[config.mk]
export PLATFORM = sky130hd
export DESIGN_NAME = gray_code_stripe_pixel_generator_top
export DESIGN_NICKNAME = d
export VERILOG_FILES = /design/src/hw/rtl/gcspg_pkg.sv /design/src/hw/rtl/gray_code_stripe_pixel_generator_top.sv
export SDC_FILE = /design/constraint.sdc
export NUM_CORES = 1
export LEC_CHECK = 0
export ABC_CLOCK_PERIOD_IN_PS = 6140
export BUFFER_PORTS_ARGS = -buffer_cell sky130_fd_sc_hd__buf_2
export CAP_MARGIN = 30
export CORE_ASPECT_RATIO = 0.9
export CORE_UTILIZATION = 56
export CTS_CLUSTER_DIAMETER = 40
export DETAILED_ROUTE_END_ITERATION = 8
export HOLD_SLACK_MARGIN = 0.15
export PLACE_DENSITY = 0.75
export SLEW_MARGIN = 10
export SYNTH_ARGS = -nofsm -noshare
export SYNTH_HDL_FRONTEND = slang
export SYNTH_SLANG_ARGS = --single-unit
[constraint.sdc]
create_clock -name clk_i -period 6.14 [get_ports clk_i]
set_clock_uncertainty 0.05 [all_clocks]
set_input_delay 1.535 -clock clk_i [delete_from_list [all_inputs] [get_ports clk_i]]
set_output_delay 1.535 -clock clk_i [all_outputs]
set_load 0.005 [all_outputs]
[src/hw/rtl/gcspg_pkg.sv]
package gcspg_pkg;

  localparam int unsigned FrameW    = 13;  // frame size registers
  localparam int unsigned CoordW    = 12;  // pixel coordinates
  localparam int unsigned IdxW      = 6;   // pattern index
  localparam int unsigned PlaneCfgW = 4;   // requested plane count register
  localparam int unsigned GreyW     = 8;
  localparam int unsigned BitCntW   = 4;   // coordinate bit count, at most FrameW
  localparam int unsigned HalfW     = 5;   // pattern index over two, plus headroom
  localparam int unsigned LastW     = 7;   // 4 * planes + 1
  localparam int unsigned CfgIdxW   = 2;

  localparam logic [GreyW-1:0] GreyWhite = 8'd255;
  localparam logic [GreyW-1:0] GreyBlack = 8'd0;

  typedef enum logic [CfgIdxW-1:0] {
    CFG_FRAME_COLUMNS = 2'd0,
    CFG_FRAME_ROWS    = 2'd1,
    CFG_BIT_PLANES    = 2'd2
  } cfg_reg_e;

  // values that follow from the configuration, kept in registers
  typedef struct packed {
    logic [FrameW-1:0]  cols;
    logic [FrameW-1:0]  rows;
    logic [BitCntW-1:0] vbits;
    logic [HalfW-1:0]   hbits_plus_p;
    logic [FrameW-1:0]  voff;
    logic [FrameW-1:0]  hoff;
    logic [LastW-1:0]   vert_end;  // 2 * planes + 2
    logic [LastW-1:0]   last_idx;  // 4 * planes + 1
  } derived_t;

  // least b >= 1 with 2^b >= size
  function automatic logic [BitCntW-1:0] bits_for(input logic [FrameW-1:0] size);
    logic [FrameW-1:0]  sm1;
    logic [BitCntW-1:0] b;
    sm1 = size - FrameW'(1);
    b   = BitCntW'(1);
    for (int i = 1; i < FrameW; i++) begin
      if (sm1[i]) b = BitCntW'(i + 1);
    end
    return b;
  endfunction

endpackage

[src/hw/rtl/gray_code_stripe_pixel_generator_top.sv]
// gray-code stripe pixel generator
//
// command channel: an item (pattern_index_i, pixel_row_i, pixel_column_i) is
// taken at each rising edge with start_i high and busy_o low. busy_o is
// always low, so one pixel can be presented every cycle
// result channel: done_o is high for exactly one cycle per item, with
// grey_level_o, index_error_o and last_pattern_o valid in that cycle; the
// receiver cannot stall, results simply stream out in item order
// pipeline: an item taken passes the input register, then one pass of logic
// into the result register, which drives done_o;
// throughput is one item per cycle, set by that single logic pass
// configuration: cfg_valid_i / cfg_ready_o write channel, cfg_ready_o is
// always high; index 0 frame columns, 1 frame rows, 2 requested bit planes,
// other indexes are dropped. the derived frame values are re-registered every
// cycle, so an item may follow a configuration transfer from the next cycle
// reset: clears the pipeline valid bits and loads the configuration defaults
// of 1024 x 768 with 4 planes
module gray_code_stripe_pixel_generator_top
  import gcspg_pkg::*;
#(
  parameter int unsigned MAX_BIT_PLANES = 12
) (
  input  logic                  clk_i,
  input  logic                  rst_ni,
  // command channel
  input  logic                  start_i,
  output logic                  busy_o,
  input  logic [IdxW-1:0]       pattern_index_i,
  input  logic [CoordW-1:0]     pixel_row_i,
  input  logic [CoordW-1:0]     pixel_column_i,
  // result channel
  output logic                  done_o,
  output logic [GreyW-1:0]      grey_level_o,
  output logic                  index_error_o,
  output logic                  last_pattern_o,
  // configuration write channel
  input  logic                  cfg_valid_i,
  output logic                  cfg_ready_o,
  input  logic [CfgIdxW-1:0]    cfg_index_i,
  input  logic [FrameW-1:0]     cfg_data_i
);

  localparam longint unsigned FrameTop = 64'd1 << CoordW;

  // configuration registers
  logic [FrameW-1:0]    frame_columns_q;
  logic [FrameW-1:0]    frame_rows_q;
  logic [PlaneCfgW-1:0] bit_planes_q;

  assign cfg_ready_o = 1'b1;
  assign busy_o      = 1'b0;

  always_ff @(posedge clk_i or negedge rst_ni) begin
    if (!rst_ni) begin
      frame_columns_q <= FrameW'(1024);
      frame_rows_q    <= FrameW'(768);
      bit_planes_q    <= PlaneCfgW'(4);
    end else if (cfg_valid_i && cfg_ready_o) begin
      unique case (cfg_index_i)
        CFG_FRAME_COLUMNS: frame_columns_q <= cfg_data_i;
        CFG_FRAME_ROWS:    frame_rows_q    <= cfg_data_i;
        CFG_BIT_PLANES:    bit_planes_q    <= cfg_data_i[PlaneCfgW-1:0];
        default: ;  // unused index, transfer is dropped
      endcase
    end
  end

  // frame size clamp: zero reads as one, oversize saturates to the coordinate range
  function automatic logic [FrameW-1:0] clamp_frame(input logic [FrameW-1:0] v);
    logic [FrameW-1:0] r;
    if (v == '0) r = FrameW'(1);
    else if (64'(v) > FrameTop) r = FrameW'(FrameTop);
    else r = v;
    return r;
  endfunction

  derived_t derived_d, derived_q;

  always_comb begin
    logic [FrameW-1:0]  cols, rows;
    logic [BitCntW-1:0] vb, hb, req, p;
    logic [FrameW:0]    vspan, hspan;
    cols = clamp_frame(frame_columns_q);
    rows = clamp_frame(frame_rows_q);
    vb   = bits_for(cols);
    hb   = bits_for(rows);
    // slack to the next power of two, halved to center the stripes
    vspan = (FrameW+1)'(1) << vb;
    hspan = (FrameW+1)'(1) << hb;
    vspan = vspan - {1'b0, cols};
    hspan = hspan - {1'b0, rows};
    // plane count: requested value clamped, then limited by both bit counts
    req = bit_planes_q;
    if (req == '0) req = BitCntW'(1);
    if (32'(req) > MAX_BIT_PLANES) req = BitCntW'(MAX_BIT_PLANES);
    p = (vb < hb) ? vb : hb;
    if (req < p) p = req;
    derived_d.cols         = cols;
    derived_d.rows         = rows;
    derived_d.vbits        = vb;
    derived_d.hbits_plus_p = HalfW'(hb) + HalfW'(p);
    derived_d.voff         = vspan[FrameW:1];
    derived_d.hoff         = hspan[FrameW:1];
    derived_d.vert_end     = (LastW'(p) << 1) + LastW'(2);
    derived_d.last_idx     = (LastW'(p) << 2) + LastW'(1);
  end

  always_ff @(posedge clk_i) begin
    derived_q <= derived_d;
  end

  // input register
  logic              in_valid_q;
  logic [IdxW-1:0]   idx_q;
  logic [CoordW-1:0] row_q, col_q;

  always_ff @(posedge clk_i or negedge rst_ni) begin
    if (!rst_ni) begin
      in_valid_q <= 1'b0;
    end else begin
      in_valid_q <= start_i && !busy_o;
    end
  end

  always_ff @(posedge clk_i) begin
    if (start_i && !busy_o) begin
      idx_q <= pattern_index_i;
      row_q <= pixel_row_i;
      col_q <= pixel_column_i;
    end
  end

  // pixel evaluation
  logic [GreyW-1:0] grey_d;
  logic             err_d, last_d;

  always_comb begin
    logic [FrameW-1:0] vsum, hsum, vgray, hgray;
    logic [HalfW-1:0]  half, vsel, hsel;
    logic              odd, lit;
    vsum  = FrameW'(col_q) + derived_q.voff;
    hsum  = FrameW'(row_q) + derived_q.hoff;
    vgray = vsum ^ (vsum >> 1);
    hgray = hsum ^ (hsum >> 1);
    half  = HalfW'(idx_q >> 1);
    odd   = idx_q[0];
    // bit planes run msb first
    vsel  = HalfW'(derived_q.vbits) - half;
    hsel  = derived_q.hbits_plus_p - half;
    err_d  = (LastW'(idx_q) > derived_q.last_idx)
          || (FrameW'(row_q) >= derived_q.rows)
          || (FrameW'(col_q) >= derived_q.cols);
    last_d = (LastW'(idx_q) == derived_q.last_idx);
    if (LastW'(idx_q) < derived_q.vert_end) lit = vgray[vsel[BitCntW-1:0]];
    else lit = hgray[hsel[BitCntW-1:0]];
    // white / black full frames come first
    if (idx_q < IdxW'(2)) lit = 1'b1;
    if (err_d) grey_d = GreyBlack;
    else grey_d = (lit != odd) ? GreyWhite : GreyBlack;
  end

  // result register
  logic             done_q;
  logic [GreyW-1:0] grey_q;
  logic             err_q, last_q;

  always_ff @(posedge clk_i or negedge rst_ni) begin
    if (!rst_ni) begin
      done_q <= 1'b0;
    end else begin
      done_q <= in_valid_q;
    end
  end

  always_ff @(posedge clk_i) begin
    if (in_valid_q) begin
      grey_q <= grey_d;
      err_q  <= err_d;
      last_q <= last_d;
    end
  end

  assign done_o         = done_q;
  assign grey_level_o   = grey_q;
  assign index_error_o  = err_q;
  assign last_pattern_o = last_q;

endmodule

# Yosys cells after proc, flatten, opt, wreduce, memory -nomap -nowiden
# Cells that the tools add are included.
totals:
  register_bits: 145
  input_bits: 49
  out_inout_bits: 13
  wordCells: 98
op_classes:
  addsub: 11
  n_lt_le_gt_ge: 12
  eq_ne: 4
  shift: 2
  muxes: 39
  bitwise_logic: 2
  n_reduce_logical: 9
ops:
  columns: ["cell", "count"]
  rows:
  - ["$mux 4", 26]
  - ["$mux 13", 4]
  - ["$shl 1x4->14 const A", 2]
  - ["$sub 14x13->14", 2]
  - ["$add 12x13->13", 2]
  - ["$ge 12x13->1", 2]
  - ["$gt 13x13->1 const B", 2]
  - ["$logic_not 13->1", 2]
  - ["$sub 13x1->13 const B", 2]
  - ["$xor 13x12->13", 2]
  - ["$lt 4x5->1 const B", 2]
  - ["$bmux 1 s4", 2]
  - ["$lt 4x4->1", 2]
  - ["$mux 8", 1]
  - ["$sub 4x4->4", 2]
  - ["$add 6x1->7 const B", 1]
  - ["$eq 6x7->1", 1]
  - ["$gt 6x7->1", 1]
  - ["$add 5x2->6 const B", 1]
  - ["$lt 6x2->1 const B", 1]
  - ["$lt 6x6->1", 1]
  - ["$reduce_and 2->1", 3]
  - ["$add 4x4->4", 1]
  - ["$gt 4x4->1 const B", 1]
  - ["8 further kinds", 13]

# Longest topological paths before layout
depth:
  depth_word: 21
  ltp_mapped: 34
  depth_no_buf: 31

# Worst setup path before layout
# No wires, ideal clock.
synth_path:
  kind: "reg2reg"
  from: "register frame_rows_q[2]"
  to: "register derived_q[43] in the netlist's numbering"
  setup_time_ns: 0.073
  t_arrival_ns: 6.555
  required_ns: 6.017
  path_slack_ns: -0.538
  path_stages_with_launch: 34
  n_path_buf: 4
  period_less_slack_ns: 6.678
  cell_sequence: "dfrtp_1 > buf_6 > or4_4 > nor4_2 > o21ai_0 > ha_1 > clkbuf_1 > nand2_1 > o21ai_0 > a21o_1 > o32ai_2 > nand2_1 > o21a_1 > buf_2 > ha_1 > a21oi_1 > o21bai_1 > nor3_1 > a211o_1 > a21oi_2 > mux2i_1 > inv_1 > ha_1 > a21oi_1 > nor2_1 > nor2_1 > and2_1 > buf_6 > mux2i_1 > ha_1 > a21o_1 > a21oi_1 > xor2_1 > xnor2_1"
synth_lines:
  columns: ["element", "line_no", "text"]
  rows:
  - ["from (decl)", "gray_code_stripe_pixel_generator_top.sv:47", "logic [FrameW-1:0] frame_rows_q;"]
  - ["from (signal assigned)", "gray_code_stripe_pixel_generator_top.sv:56", "frame_rows_q <= FrameW'(768);"]
  - ["from (signal assigned)", "gray_code_stripe_pixel_generator_top.sv:61", "CFG_FRAME_ROWS: frame_rows_q <= cfg_data_i;"]
  - ["to (signal assigned)", "gray_code_stripe_pixel_generator_top.sv:109", "derived_q <= derived_d;"]
  - ["to (decl)", "gray_code_stripe_pixel_generator_top.sv:77", "derived_t derived_d, derived_q;"]

==> flow_metrics.tcl <==
set metrics [dict create \
    fin_crit_ns 6.25 \
    tightest_slew_ns 0.802 \
    io_pins 62 \
    synthDistinctLibCells 89 \
    setup_viol 1 \
    regToRegStartpoint "frame_rows_q[9]" \
    period_share_pct 102 \
    cts_sinks 134 \
    worstRegToRegCells 28 \
    drt_pass1_iterations 7 \
    worstReg2RegEnd "derived_q[43]" \
    synth_area_sq_mm 0.00934 \
    worstHoldStart "in_valid_q" \
    wl_per_cell_um 16.7 \
    cts.path.max_buffers 2 \
    grt_max_degree 33 \
    ant_nets 0 \
    crit_path_max_incr_delay_ns 0.56 \
    cts_tree "built" \
    hold_slack_ns 0.488 \
    avgSynthCellArea_sq_um 9.18 \
    finalWorstSetupSlack_ns -0.115 \
    dp_hpwl_um 17200 \
    crit_type "register to register" \
    hold_viol 0 \
    num_rows 44 \
    async_flop_share_pct 23.9 \
    fp.dieW_um 138 \
    synthCells 1018 \
    start_util_pct 57.5 \
    cts_root_buffer "clkbuf_16" \
    ir_drop_v 0.000275 \
    worst_setup_path_start_kind "register" \
    hold_path_class "register to register" \
    diodes 0 \
    layout-drive-gt1-share_pct 22.7 \
    cp_max_fo 7 \
    arrival_ns 6.52 \
    cpMaxStageDelayCell "or4_4" \
    synth_ff_type "dfxtp_1" \
    fmax_ghz 0.160 \
    seq_area_frac_synth_pct 34.0 \
    die_y_um 125 \
    wl_um 22600 \
    numPortBuffers 59 \
    leakage_nw 5.03 \
    ys_ff_latch 134 \
    slew-limit-headroom_pct 45.9 \
    drt_iter0_drc 549 \
    rsz0062_at_grt "true" \
    rrSetupSlack_ns -0.11 \
    grt_pass1_wl_um 36500 \
    die_area_sq_mm 0.0172 \
    p_per_area_mw_per_mm2 462 \
    grt_pass1_vias 7499 \
    critical_path.endpoint_type "register" \
    final_max_slew_viol_count 0 \
    status "finished with violations" \
    whs_endpoint "done_o" \
    crit_top_cell "ha_4" \
    cp.required_ns 6.40 \
    maxCapViolCount 0 \
    pre_cts_ws_ns -0.218 \
    core_sq_mm 0.0162 \
    layout_commonest_cell "inv_1" \
    layout.nets 1291 \
    detail_route.vias_per_cell 5.82 \
    ys_warn_count 0 \
    vias 7890 \
    antenna_found_initial 0 \
    place.gp.congestion 0.933 \
    most-common-layout-cells "106 x inv_1, 93 x ha_1, 73 x buf_4" \
    synth_edf_count 33 \
    insertion_delay_ns 0.43 \
    htreeDepth 4 \
    overflow 0 \
    cts_buffers 17 \
    drc 14 \
    clk_pin_slew_ns 0.06 \
    whs_path_depth 0 \
    area_delta_synth_final_pct 18.6 \
    violations "design-rule violations, negative setup slack" \
    utilization_pct 68.2 \
    num-fill-cells 1231 \
    track_usage_pct 26.7 \
    synth_nets 1174 \
    setup-tns-final_ns -0.115 \
    hold_buffers 0 \
]
## report_power, final
part	total (mW)	internal (mW)	leakage [nW]	switching, mW
clock	0.967	0.560	0.254	0.407
sequential	1.28	1.15	1.28	0.132
combinational	2.87	1.34	3.50	1.53
## layout make-up
cell class	instances	area [sq um]	share of cell area [%]
clock buffer	19	433	3.91
clock inverter	13	124	1.12
inverter	112	420	3.79
multi-input combinational	736	5800	52.3
sequential	134	3180	28.7
tap	207	259	2.34
timing repair buffer	134	866	7.81
## registers in the layout, indices dropped and copies added, names as in the netlist
| name | flops |
|---|---|
| row_q | 12 |
| frame_columns_q | 13 |
| frame_rows_q | 13 |
| col_q | 12 |
| in_valid_q | 1 |
| derived_q | 69 |
| grey_level_o | 1 |
| last_pattern_o | 1 |
| idx_q | 6 |
| index_error_o | 1 |
| bit_planes_q | 4 |
| done_o | 1 |
## synthesized netlist by cell type, drive strengths merged (8+ instances only)
cell type / instances / area (sq um)
nand4: 9 / 56.3
mux2: 30 / 338
o21a: 14 / 108
nand2b: 11 / 68.8
a21oi: 60 / 308
ha: 100 / 1250
dfrtp: 28 / 701
inv: 109 / 409
dfxtp: 69 / 1380
o31ai: 8 / 65.1
clkbuf: 23 / 86.3
or2: 8 / 50.1
nand2: 74 / 278
xnor2: 41 / 359
nor2: 71 / 269
nor2b: 13 / 81.3
a21o: 24 / 180
edfxtp: 33 / 991
a211oi: 15 / 123
buf: 13 / 98.8
nor3: 22 / 115
nand3: 16 / 80.1
mux2i: 12 / 124
a31oi: 9 / 56.3
xor2: 19 / 166
o21ai: 45 / 229
nor4: 15 / 143
a21boi: 8 / 60.1
## stage by stage
stage          std cells  instance area [sq um]  power [mW]
2_1_floorplan       1018                   9440        3.32
3_3_place_gp        1315                  10300        3.91
3_5_place_dp        1315                  10300        3.97
4_1_cts             1350                  10900        4.97
5_1_grt             1355                  11100        5.48
6_report            1355                  11100        5.12
## worst max-delay path by stage
stage	startpoint	end	slack [ns]	cells past startpoint
2_1_floorplan	frame_rows_q[7]	derived_q[43]	-0.13	31
3_3_place_gp	frame_columns_q[10]	derived_q[43]	0.1	30
3_5_place_dp	frame_rows_q[8]	derived_q[43]	-0.22	28
4_1_cts	frame_rows_q[0]	derived_q[43]	0.01	28
5_1_grt	frame_rows_q[9]	derived_q[43]	-0.34	28
6_report	frame_rows_q[9]	derived_q[43]	-0.11	28
## cells by family after synthesis
| logic type | Yosys count | synth area share, % |
|---|---|---|
| compound gates | 249 | 18.4 |
| xor+xnor | 62 | 6.11 |
| fa+ha+maj | 107 | 14.9 |
| buf+inv | 148 | 6.48 |
| flops | 134 | 34.0 |
| mux | 42 | 4.94 |
| other cells | 2 | 0.0804 |
| simple gates | 274 | 15.1 |
## layer usage
metal	global-route usage, %	wire length (um)	up-vias
met5	0	0	-
met3	5.11	1440	47
met1	37.5	10800	3677
met2	41.7	9870	305
met4	7.53	486	0
li1	-	-	3861
## timing repair
action,4_1_cts,5_1_grt
buffers inserted,3,4
setup endpoints to repair,3,7
gates resized for setup,3,29
pin swaps,2,25
## worst max-delay path: cells and delay by family, from the launching register on
family          cells  cell delay, ns
compound gates     10            1.66
xor+xnor            2            0.30
fa+ha+maj           4            1.01
buf+inv             1            0.11
flops               1            0.37
mux                 2            0.52
simple gates        9            2.11
No activity file was read; power rests on OpenSTA's default activity.
